### src/hw/rtl/gbc_pkg.sv
// -----------------------------------------------------------------------------
// gbc_pkg
// Shared types and constants of the gyro bias calibration and median filter.
// -----------------------------------------------------------------------------
package gbc_pkg;

	localparam int RATE_W = 28;
	localparam int RAW_W  = 16;
	localparam int MULT_W = 28;
	localparam int PROD_W = RAW_W + MULT_W;
	localparam int CFG_IDX_W = 3;

	localparam int WINDOW_DEPTH_DEF   = 5;
	localparam int STABLE_SAMPLES_DEF = 100;
	localparam int WARMUP_SAMPLES_DEF = 5;

	localparam logic signed [RATE_W-1:0] Q_ONE       = 28'sd1048576;
	localparam logic signed [RATE_W-1:0] Q_MONE      = -28'sd1048576;
	localparam logic signed [RATE_W:0]   SPREAD_MAX  = 29'sd52429;
	localparam logic signed [RATE_W-1:0] STILL_CAL   = 28'sd20972;
	localparam logic signed [RATE_W-1:0] STILL_UNCAL = 28'sd104858;
	localparam logic signed [RATE_W-1:0] RATE_MAX    = 28'sh7FFFFFF;
	localparam logic signed [RATE_W-1:0] RATE_MIN    = 28'sh8000000;
	localparam logic signed [PROD_W-1:0] ROUND_HALF  = 44'sd32768;

	typedef enum logic [CFG_IDX_W-1:0] {
		REG_RANGE    = 3'd0,
		REG_PRELOAD  = 3'd1,
		REG_PRESET_X = 3'd2,
		REG_PRESET_Y = 3'd3,
		REG_PRESET_Z = 3'd4
	} cfg_reg_t;

	typedef struct packed {
		logic restart;
		logic upd;
		logic set_bias;
		logic win_we;
		logic preload;
	} lane_ctrl_t;

	typedef struct packed {
		logic motion;
		logic spread;
	} lane_stat_t;

	function automatic logic signed [MULT_W-1:0] scale_mult(input logic [1:0] sel);
		logic signed [MULT_W-1:0] m;
		case (sel)
			2'd0:    m = 28'sd10494585;
			2'd1:    m = 28'sd20989170;
			default: m = 28'sd83956679;
		endcase
		return m;
	endfunction

endpackage

### src/hw/rtl/gbc_lane.sv
// -----------------------------------------------------------------------------
// gbc_lane
// One axis: scale, bias subtract, min/max tracking, window and lower median.
// -----------------------------------------------------------------------------
module gbc_lane #(
	parameter int WINDOW_DEPTH = gbc_pkg::WINDOW_DEPTH_DEF,
	localparam int IW = (WINDOW_DEPTH > 1) ? $clog2(WINDOW_DEPTH) : 1,
	localparam int FW = $clog2(WINDOW_DEPTH + 1)
) (
	input  logic                                 clk,
	input  logic                                 arst_n,
	input  logic signed [gbc_pkg::RAW_W-1:0]     raw,
	input  logic [1:0]                           range_sel,
	input  logic                                 ld_s1,
	input  logic                                 ld_s2,
	input  gbc_pkg::lane_ctrl_t                  ctrl,
	input  logic [IW-1:0]                        win_idx,
	input  logic [FW-1:0]                        fill,
	input  logic signed [gbc_pkg::RATE_W-1:0]    preset,
	output gbc_pkg::lane_stat_t                  stat,
	output logic signed [gbc_pkg::RATE_W-1:0]    v_s2,
	output logic signed [gbc_pkg::RATE_W-1:0]    bias,
	output logic signed [gbc_pkg::RATE_W-1:0]    med
);
	import gbc_pkg::*;

	logic signed [PROD_W-1:0] prod_s1;
	logic signed [PROD_W-1:0] rnd;
	logic signed [RATE_W-1:0] scaled;
	logic signed [RATE_W:0]   diff;
	logic signed [RATE_W-1:0] v;
	logic signed [RATE_W-1:0] nmin;
	logic signed [RATE_W-1:0] nmax;
	logic signed [RATE_W:0]   sum_mm;
	logic signed [RATE_W-1:0] bias_q;
	logic signed [RATE_W-1:0] min_q;
	logic signed [RATE_W-1:0] max_q;
	logic signed [RATE_W-1:0] win_q [WINDOW_DEPTH];
	logic [WINDOW_DEPTH-1:0]  pick;
	logic [FW-1:0]            rank [WINDOW_DEPTH];
	logic [FW-1:0]            mid;

	always_ff @(posedge clk) begin
		if (ld_s1) begin
			prod_s1 <= PROD_W'(raw) * PROD_W'(scale_mult(range_sel));
		end
	end

	always_comb begin
		rnd    = prod_s1 + ROUND_HALF;
		scaled = rnd[PROD_W-1 -: RATE_W];
		diff   = {scaled[RATE_W-1], scaled} - {bias_q[RATE_W-1], bias_q};
		if (diff[RATE_W] != diff[RATE_W-1]) begin
			v = diff[RATE_W] ? RATE_MIN : RATE_MAX;
		end else begin
			v = diff[RATE_W-1:0];
		end
		nmin = (v < min_q) ? v : min_q;
		nmax = (v > max_q) ? v : max_q;
		stat.motion = (v >= Q_ONE) || (v <= Q_MONE);
		stat.spread = (({nmax[RATE_W-1], nmax} - {nmin[RATE_W-1], nmin}) > SPREAD_MAX);
		sum_mm = {max_q[RATE_W-1], max_q} + {min_q[RATE_W-1], min_q};
	end

	always_ff @(posedge clk or negedge arst_n) begin
		if (!arst_n) begin
			bias_q <= '0;
			min_q  <= Q_ONE;
			max_q  <= Q_MONE;
		end else if (ctrl.preload) begin
			bias_q <= preset;
		end else if (ld_s2) begin
			if (ctrl.restart) begin
				bias_q <= '0;
				min_q  <= Q_ONE;
				max_q  <= Q_MONE;
			end else if (ctrl.upd) begin
				min_q <= nmin;
				max_q <= nmax;
			end else if (ctrl.set_bias) begin
				bias_q <= sum_mm[RATE_W:1];
			end
		end
	end

	always_ff @(posedge clk) begin
		if (ld_s2) begin
			v_s2 <= v;
			if (ctrl.win_we) begin
				win_q[win_idx] <= v;
			end
		end
	end

	always_comb begin
		mid = FW'((fill - FW'(1)) >> 1);
		med = '0;
		for (int i = 0; i < WINDOW_DEPTH; i++) begin
			rank[i] = '0;
			for (int j = 0; j < WINDOW_DEPTH; j++) begin
				if (j != i && FW'(j) < fill &&
						((win_q[j] < win_q[i]) || (win_q[j] == win_q[i] && j < i))) begin
					rank[i] = rank[i] + FW'(1);
				end
			end
			pick[i] = (FW'(i) < fill) && (rank[i] == mid);
			if (pick[i]) begin
				med = med | win_q[i];
			end
		end
	end

	assign bias = bias_q;

	assert property (@(posedge clk) disable iff (!arst_n)
		ld_s2 && ctrl.restart |=> min_q == Q_ONE && max_q == Q_MONE && bias_q == '0)
		else $error("restart did not reset collection");
	assert property (@(posedge clk) disable iff (!arst_n)
		ld_s2 && ctrl.upd |=> min_q <= max_q)
		else $error("min above max after update");
	assert property (@(posedge clk) disable iff (!arst_n)
		fill != '0 |-> $onehot(pick))
		else $error("median select not unique");

endmodule

### config.mk
export PLATFORM = sky130hd
export DESIGN_NAME = gbc_lane
export DESIGN_NICKNAME = d
export VERILOG_FILES = /design/src/hw/rtl/gbc_pkg.sv /design/src/hw/rtl/gbc_lane.sv
export SDC_FILE = /design/constraint.sdc
export NUM_CORES = 2
export LEC_CHECK = 0
export BUFFER_PORTS_ARGS = -buffer_cell sky130_fd_sc_hd__buf_2
export CORE_ASPECT_RATIO = 0.7
export CORE_MARGIN = 10
export CORE_UTILIZATION = 58
export CTS_CLUSTER_DIAMETER = 150
export DETAILED_ROUTE_END_ITERATION = 8
export PLACE_DENSITY = 0.86
export SYNTH_ARGS = -nofsm -noshare
export SYNTH_HDL_FRONTEND = slang
export SYNTH_SLANG_ARGS = --single-unit
### constraint.sdc
create_clock -name clk -period 11.4 [get_ports clk]
set_clock_uncertainty 0.15 [all_clocks]
set_input_delay 0.57 -clock clk [delete_from_list [all_inputs] [get_ports clk]]
set_output_delay 0.57 -clock clk [all_outputs]
set_load 0.005 [all_outputs]
* Word-level counts from Yosys, hierarchy flattened
Memories as Yosys holds them, arrays and structs flattened.
Index checks and enable logic that the tools add are counted.
** Storage, ports and cells
- Flip-flop bits (word level) :: 156
- RAM bits :: 140
- Input port bits :: 61
- Output and inout port bits :: 86
- Logic and storage cells :: 165
- Memories kept :: 1
** Cells by class
- Add/sub/neg operators :: 20
- Multiply operators :: 1
- $lt $le $gt $ge :: 30
- Eq/ne operators :: 18
- Mux-type cells :: 43
- Bitwise gates (word level) :: 5
- Reductions and logical operators :: 42
** Memory list
- win_q :: words 5, width 28, rd ports 5, clocked after Yosys merged registers in 0, write ports 1, RTL line gbc_lane.sv:38 : logic signed [RATE_W-1:0] win_q [WINDOW_DEPTH];
** Operator list (count)
- $lt 28x28->1 :: 21
- $mux 28 :: 19
- $eq 28x28->1 :: 10
- $or 28x28->28 :: 4
- $sub 28x28->29 :: 2
- $pmux 27 s2 :: 1
- $add 3x1->3 const B :: 15
- $mux 3 :: 15
- $add 44x17->44 const B :: 1
- $mul 16x28->44 :: 1
- $add 28x28->29 :: 1
- $gt 29x16->1 const B :: 1
- $ge 28x22->1 const B :: 1
- $gt 28x28->1 :: 1
- $le 28x21->1 const B :: 1
- $logic_and 1x1->1 :: 25
- $eq 3x2->1 :: 5
- $logic_or 1x1->1 :: 11
- $mux 1 :: 8
- $lt 1x3->1 const A :: 2
- $lt 2x3->1 const A :: 2
- $reduce_and 3->1 :: 2
- $reduce_bool 2->1 :: 2
- $lt 3x3->1 const A :: 1
- other kinds (7) :: 7

* Depth between registers and ports, before layout
An unclocked memory read counts as a cell.
- Word-level depth :: 21
- Gate-level depth with buffers :: 50
- Mapped depth without buffers :: 45

* Least setup slack after synthesis
OpenSTA, ideal clock, no wires.
- Path kind :: flip-flop to output port
- Start point :: register prod_s1[17]
- End point :: output stat[0] (netlist name)
- Arrival time :: 10295 ps
- Required time :: 10680 ps
- Setup slack :: 385 ps
- Cell stages (with the launch flop) :: 45
- Path buffers :: 5
- Cell sequence :: edfxtp_1 -> and3_1 -> and2_1 -> nand4_1 -> nor2_1 -> nand3_1 -> xnor2_1 -> ha_1 -> clkbuf_1 -> a21o_1 -> or3_1 -> a221oi_1 -> nor2_1 -> a211oi_1 -> o21bai_1 -> a21oi_1 -> xnor2_1 -> ha_1 -> [9 not listed] -> o211ai_1 -> a21oi_1 -> o211ai_1 -> o21ai_1 -> clkbuf_1 -> mux2_2 -> ha_1 -> nor2b_1 -> o21a_1 -> o21ai_1 -> a211oi_1 -> o31ai_1 -> a31oi_1 -> mux2i_1 -> nor4_1 -> nand4_1 -> or4_1 -> nand4bb_1
** RTL lines
- start: declaration :: RTL line gbc_lane.sv:27 : logic signed [PROD_W-1:0] prod_s1;
- start signal: assignment :: RTL line gbc_lane.sv:45 : prod_s1 <= PROD_W'(raw) * PROD_W'(scale_mult(range_sel));
- end: declaration :: RTL line gbc_lane.sv:20 : output gbc_pkg::lane_stat_t stat,

==> impl_metrics.py <==
metrics = {
    "clock_network": {
        "cts_buffer_depth": 3,
        "h-tree-depth": 1,
        "cts_root_buf": "clkbuf_16",
        "worstSkewPairLatency_ns": 0.61,
        "cts_buffers": 29,
        "cts_sinks": 281,
        "path_clk_slew_ns": 0.07,
        "cts_tree": "built",
    },
    "timing": {
        "setup_viol": 0,
        "hold_viol": 0,
        "post-route-min-period_ns": 11.05,
        "tns_ns": 0,
        "worst_pin_slew_ns": 1.25,
        "period_share": 0.970,
        "holdWs_ns": 0.0708,
        "timing.fmax_ghz": 0.0905,
        "relSlewSlack": 0.156,
        "slew_violations": 0,
    },
    "drt": {
        "postRouteWirelength_mm": 112,
        "initialDrtViolationCount": 3747,
        "dr.pass1.iters": 7,
        "drc": 0,
        "ant_nets": 0,
        "vias": 28800,
        "wl_per_cell_um": 24.8,
        "viasPerCell": 6.40,
    },
    "synth": {
        "syn_area_sq_um": 34300,
        "syn-num-nets": 4443,
        "async_flop_share": 0.299,
        "yosysSeqAreaShare": 0.234,
        "synth_seq_cells": 281,
        "yosysWarnings": 0,
        "ys_types": 99,
        "synth_edf_count": 197,
        "syn_area_per_cell_sq_um": 9.78,
        "synth_ff_type": "edfxtp_1",
        "netlist_instances": 3507,
    },
    "grt": {
        "antenna_found_initial": 3,
        "track_usage": 0.312,
        "overflow": 0,
        "first_global_vias": 28200,
        "grt_pass1_wl_mm": 170,
        "grt_start_max_net_pins": 70,
    },
    "setup_path": {
        "slowest_delay_ns": 0.47,
        "setup.worst_path.end_class": "primary output",
        "cp_common_cell": "nand3_1",
        "crit_path_start_kind": "flip-flop",
        "path_max_fanout": 10,
        "crit_slowest_cell": "or4_1",
        "path_class": "reg2out",
        "cp.required_ns": 10.68,
        "crit_arrival_ns": 10.33,
        "rr_worst_depth": 32,
    },
    "floorplan": {
        "dieHeight_um": 223,
        "start_util": 0.587,
        "core_sq_um": 58400,
        "ioPinCount": 147,
        "die_w_um": 311,
        "row_count": 74,
        "floorplan.die_area_sq_um": 69400,
    },
    "layout": {
        "final_nets": 4615,
        "syn_to_final_growth_pct": 9.09,
        "antenna_cells": 0,
        "drive_gt1_frac": 0.0997,
        "finish.utilization": 0.640,
        "fin_area_sq_um": 37400,
    },
    "hold_path": {
        "hold_path.class": "in2reg",
        "hold_path_depth": 3,
    },
    "flow_run": {
        "maxCapViolCount": 0,
    },
    "placed_design": {
        "gp_congestion": 1.04,
        "dpl-instance-area_sq_um": 36200,
        "port_buffers": 146,
        "hpwl_mm": 91.2,
    },
    "outcome": {
        "status": "completed",
    },
}
[routing by layer]
metal | part of all wire | up-vias | wire [um] | global-route usage
li1 | - | 12900 | - | -
met2 | 0.39 | 1810 | 43900 | 0.431
met5 | 0.00020 | - | 22 | 0
met1 | 0.43 | 13800 | 47900 | 0.455
met4 | 0.030 | 4 | 3380 | 0.0823
met3 | 0.15 | 245 | 16400 | 0.109
[logic make-up (layout without fill, tap and decap cells)]
kind of cell    after synthesis  count (layout)  share of synthesized area
buf+inv                     596             791                     0.0667
compound gates              818             818                      0.162
xor+xnor                    125             125                     0.0319
fa+ha+maj                   875             875                      0.373
flops                       281             281                      0.234
simple gates                756             756                      0.114
mux                          56              56                     0.0177
[synth_stat cells, types with 23 or more instances]
master	number	area [sq um]
a21o_1	106	796
a21oi_1	233	1170
a221oi_1	30	263
a222oi_1	28	280
and2_1	47	294
clkbuf_1	60	225
dfrtp_1	75	1880
edfxtp_1	197	5920
fa_1	243	4860
ha_1	632	7910
inv_1	522	1960
mux2_2	31	349
mux2i_1	23	230
nand2_1	167	627
nand2b_1	35	219
nand3_1	59	295
nand4_1	73	457
nor2_1	154	578
nor2b_1	79	494
nor3_1	34	170
o21a_1	27	203
o21ai_0	137	686
o221ai_1	35	307
xnor2_1	77	674
xor2_1	48	420
[state kept, by name, summed over array words and instances, names as in the netlist]
signal,cells
bias,28
prod_s1,29
v_s2,28
win_q,140
min_q,28
max_q,28
[worst paths after layout]
check                       startpoint         to  slack (ns)
hold / removal              preset[25]   bias[25]        0.07
setup / recovery           prod_s1[22]    stat[0]        0.35
setup reg to reg           prod_s1[22]  min_q[19]        3.42
max in group asynchronous       arst_n   max_q[6]        9.65
min in group asynchronous       arst_n    bias[2]        0.22
hold reg to reg               bias[23]   bias[23]        0.39
[cell usage in the layout (no fill, tap or decap), types with 11 or more instances in the layout]
cell type / Yosys / routed
a211oi_1: 14 / 13
a21o_1: 106 / 106
a21oi_1: 233 / 228
a221oi_1: 30 / 29
a222oi_1: 28 / 28
a22o_1: 22 / 22
a22oi_1: 14 / 14
a31oi_1: 17 / 15
and2_1: 47 / 47
and3_1: 21 / 20
and4_1: 18 / 18
buf_2: 6 / 145
buf_4: 1 / 63
clkbuf_16: 0 / 29
dfrtp_1: 75 / 75
edfxtp_1: 197 / 197
fa_1: 243 / 243
ha_1: 632 / 629
inv_1: 522 / 522
mux2_2: 31 / 31
mux2i_1: 23 / 23
nand2_1: 167 / 165
nand2b_1: 35 / 35
nand3_1: 59 / 58
nand4_1: 73 / 73
nor2_1: 154 / 150
nor2b_1: 79 / 77
nor3_1: 34 / 34
nor4_1: 19 / 17
o211ai_1: 18 / 18
o21a_1: 27 / 27
o21ai_0: 137 / 116
o21ai_1: 17 / 34
o21bai_1: 13 / 13
o221ai_1: 35 / 35
or3_1: 11 / 11
xnor2_1: 77 / 75
xor2_1: 48 / 48
[timing repair]
item                                    4_1_cts  5_1_grt
hold buffers                                  1        0
endpoints found under the hold margin        15        0
gates cloned                                  0        0
endpoints found under the setup margin        1        1
buffers inserted                              5        7
pin swaps                                     2       14
gates resized for setup                      12       37
[critical path: cells and delay by family, from the launching register on]
family                   cells  cell delay [ns]
multiplexers                 1             0.22
flip-flops                   1             0.39
adder cells (fa/ha/maj)      4             1.08
AND/OR/NAND/NOR             16             3.51
AO/OA/AOI/OAI               17             3.60
buffers and inverters        4             0.56
XOR/XNOR                     2             0.35
[per-stage QoR]
step,cells,worst slack [ns]
final,4500,0.347
after global routing,4500,-0.0586
after CTS,4493,0.0443
after detailed placement,4433,-0.0658
after global placement,4433,0.313
after floorplan,3507,0.385
[layout make-up]
cell class / count / area, sq um
Multi-Input combinational cell: 2630 / 24200
Fill cell: 4673 / 21000
Sequential cell: 281 / 8030
Inverter: 522 / 1960
Timing Repair Buffer: 215 / 1280
Tap cell: 798 / 998
Clock buffer: 35 / 758
Clock inverter: 19 / 138
Power is not shown: default switching activity piles up to over one toggle a cycle in this logic, so the estimate is an artifact.
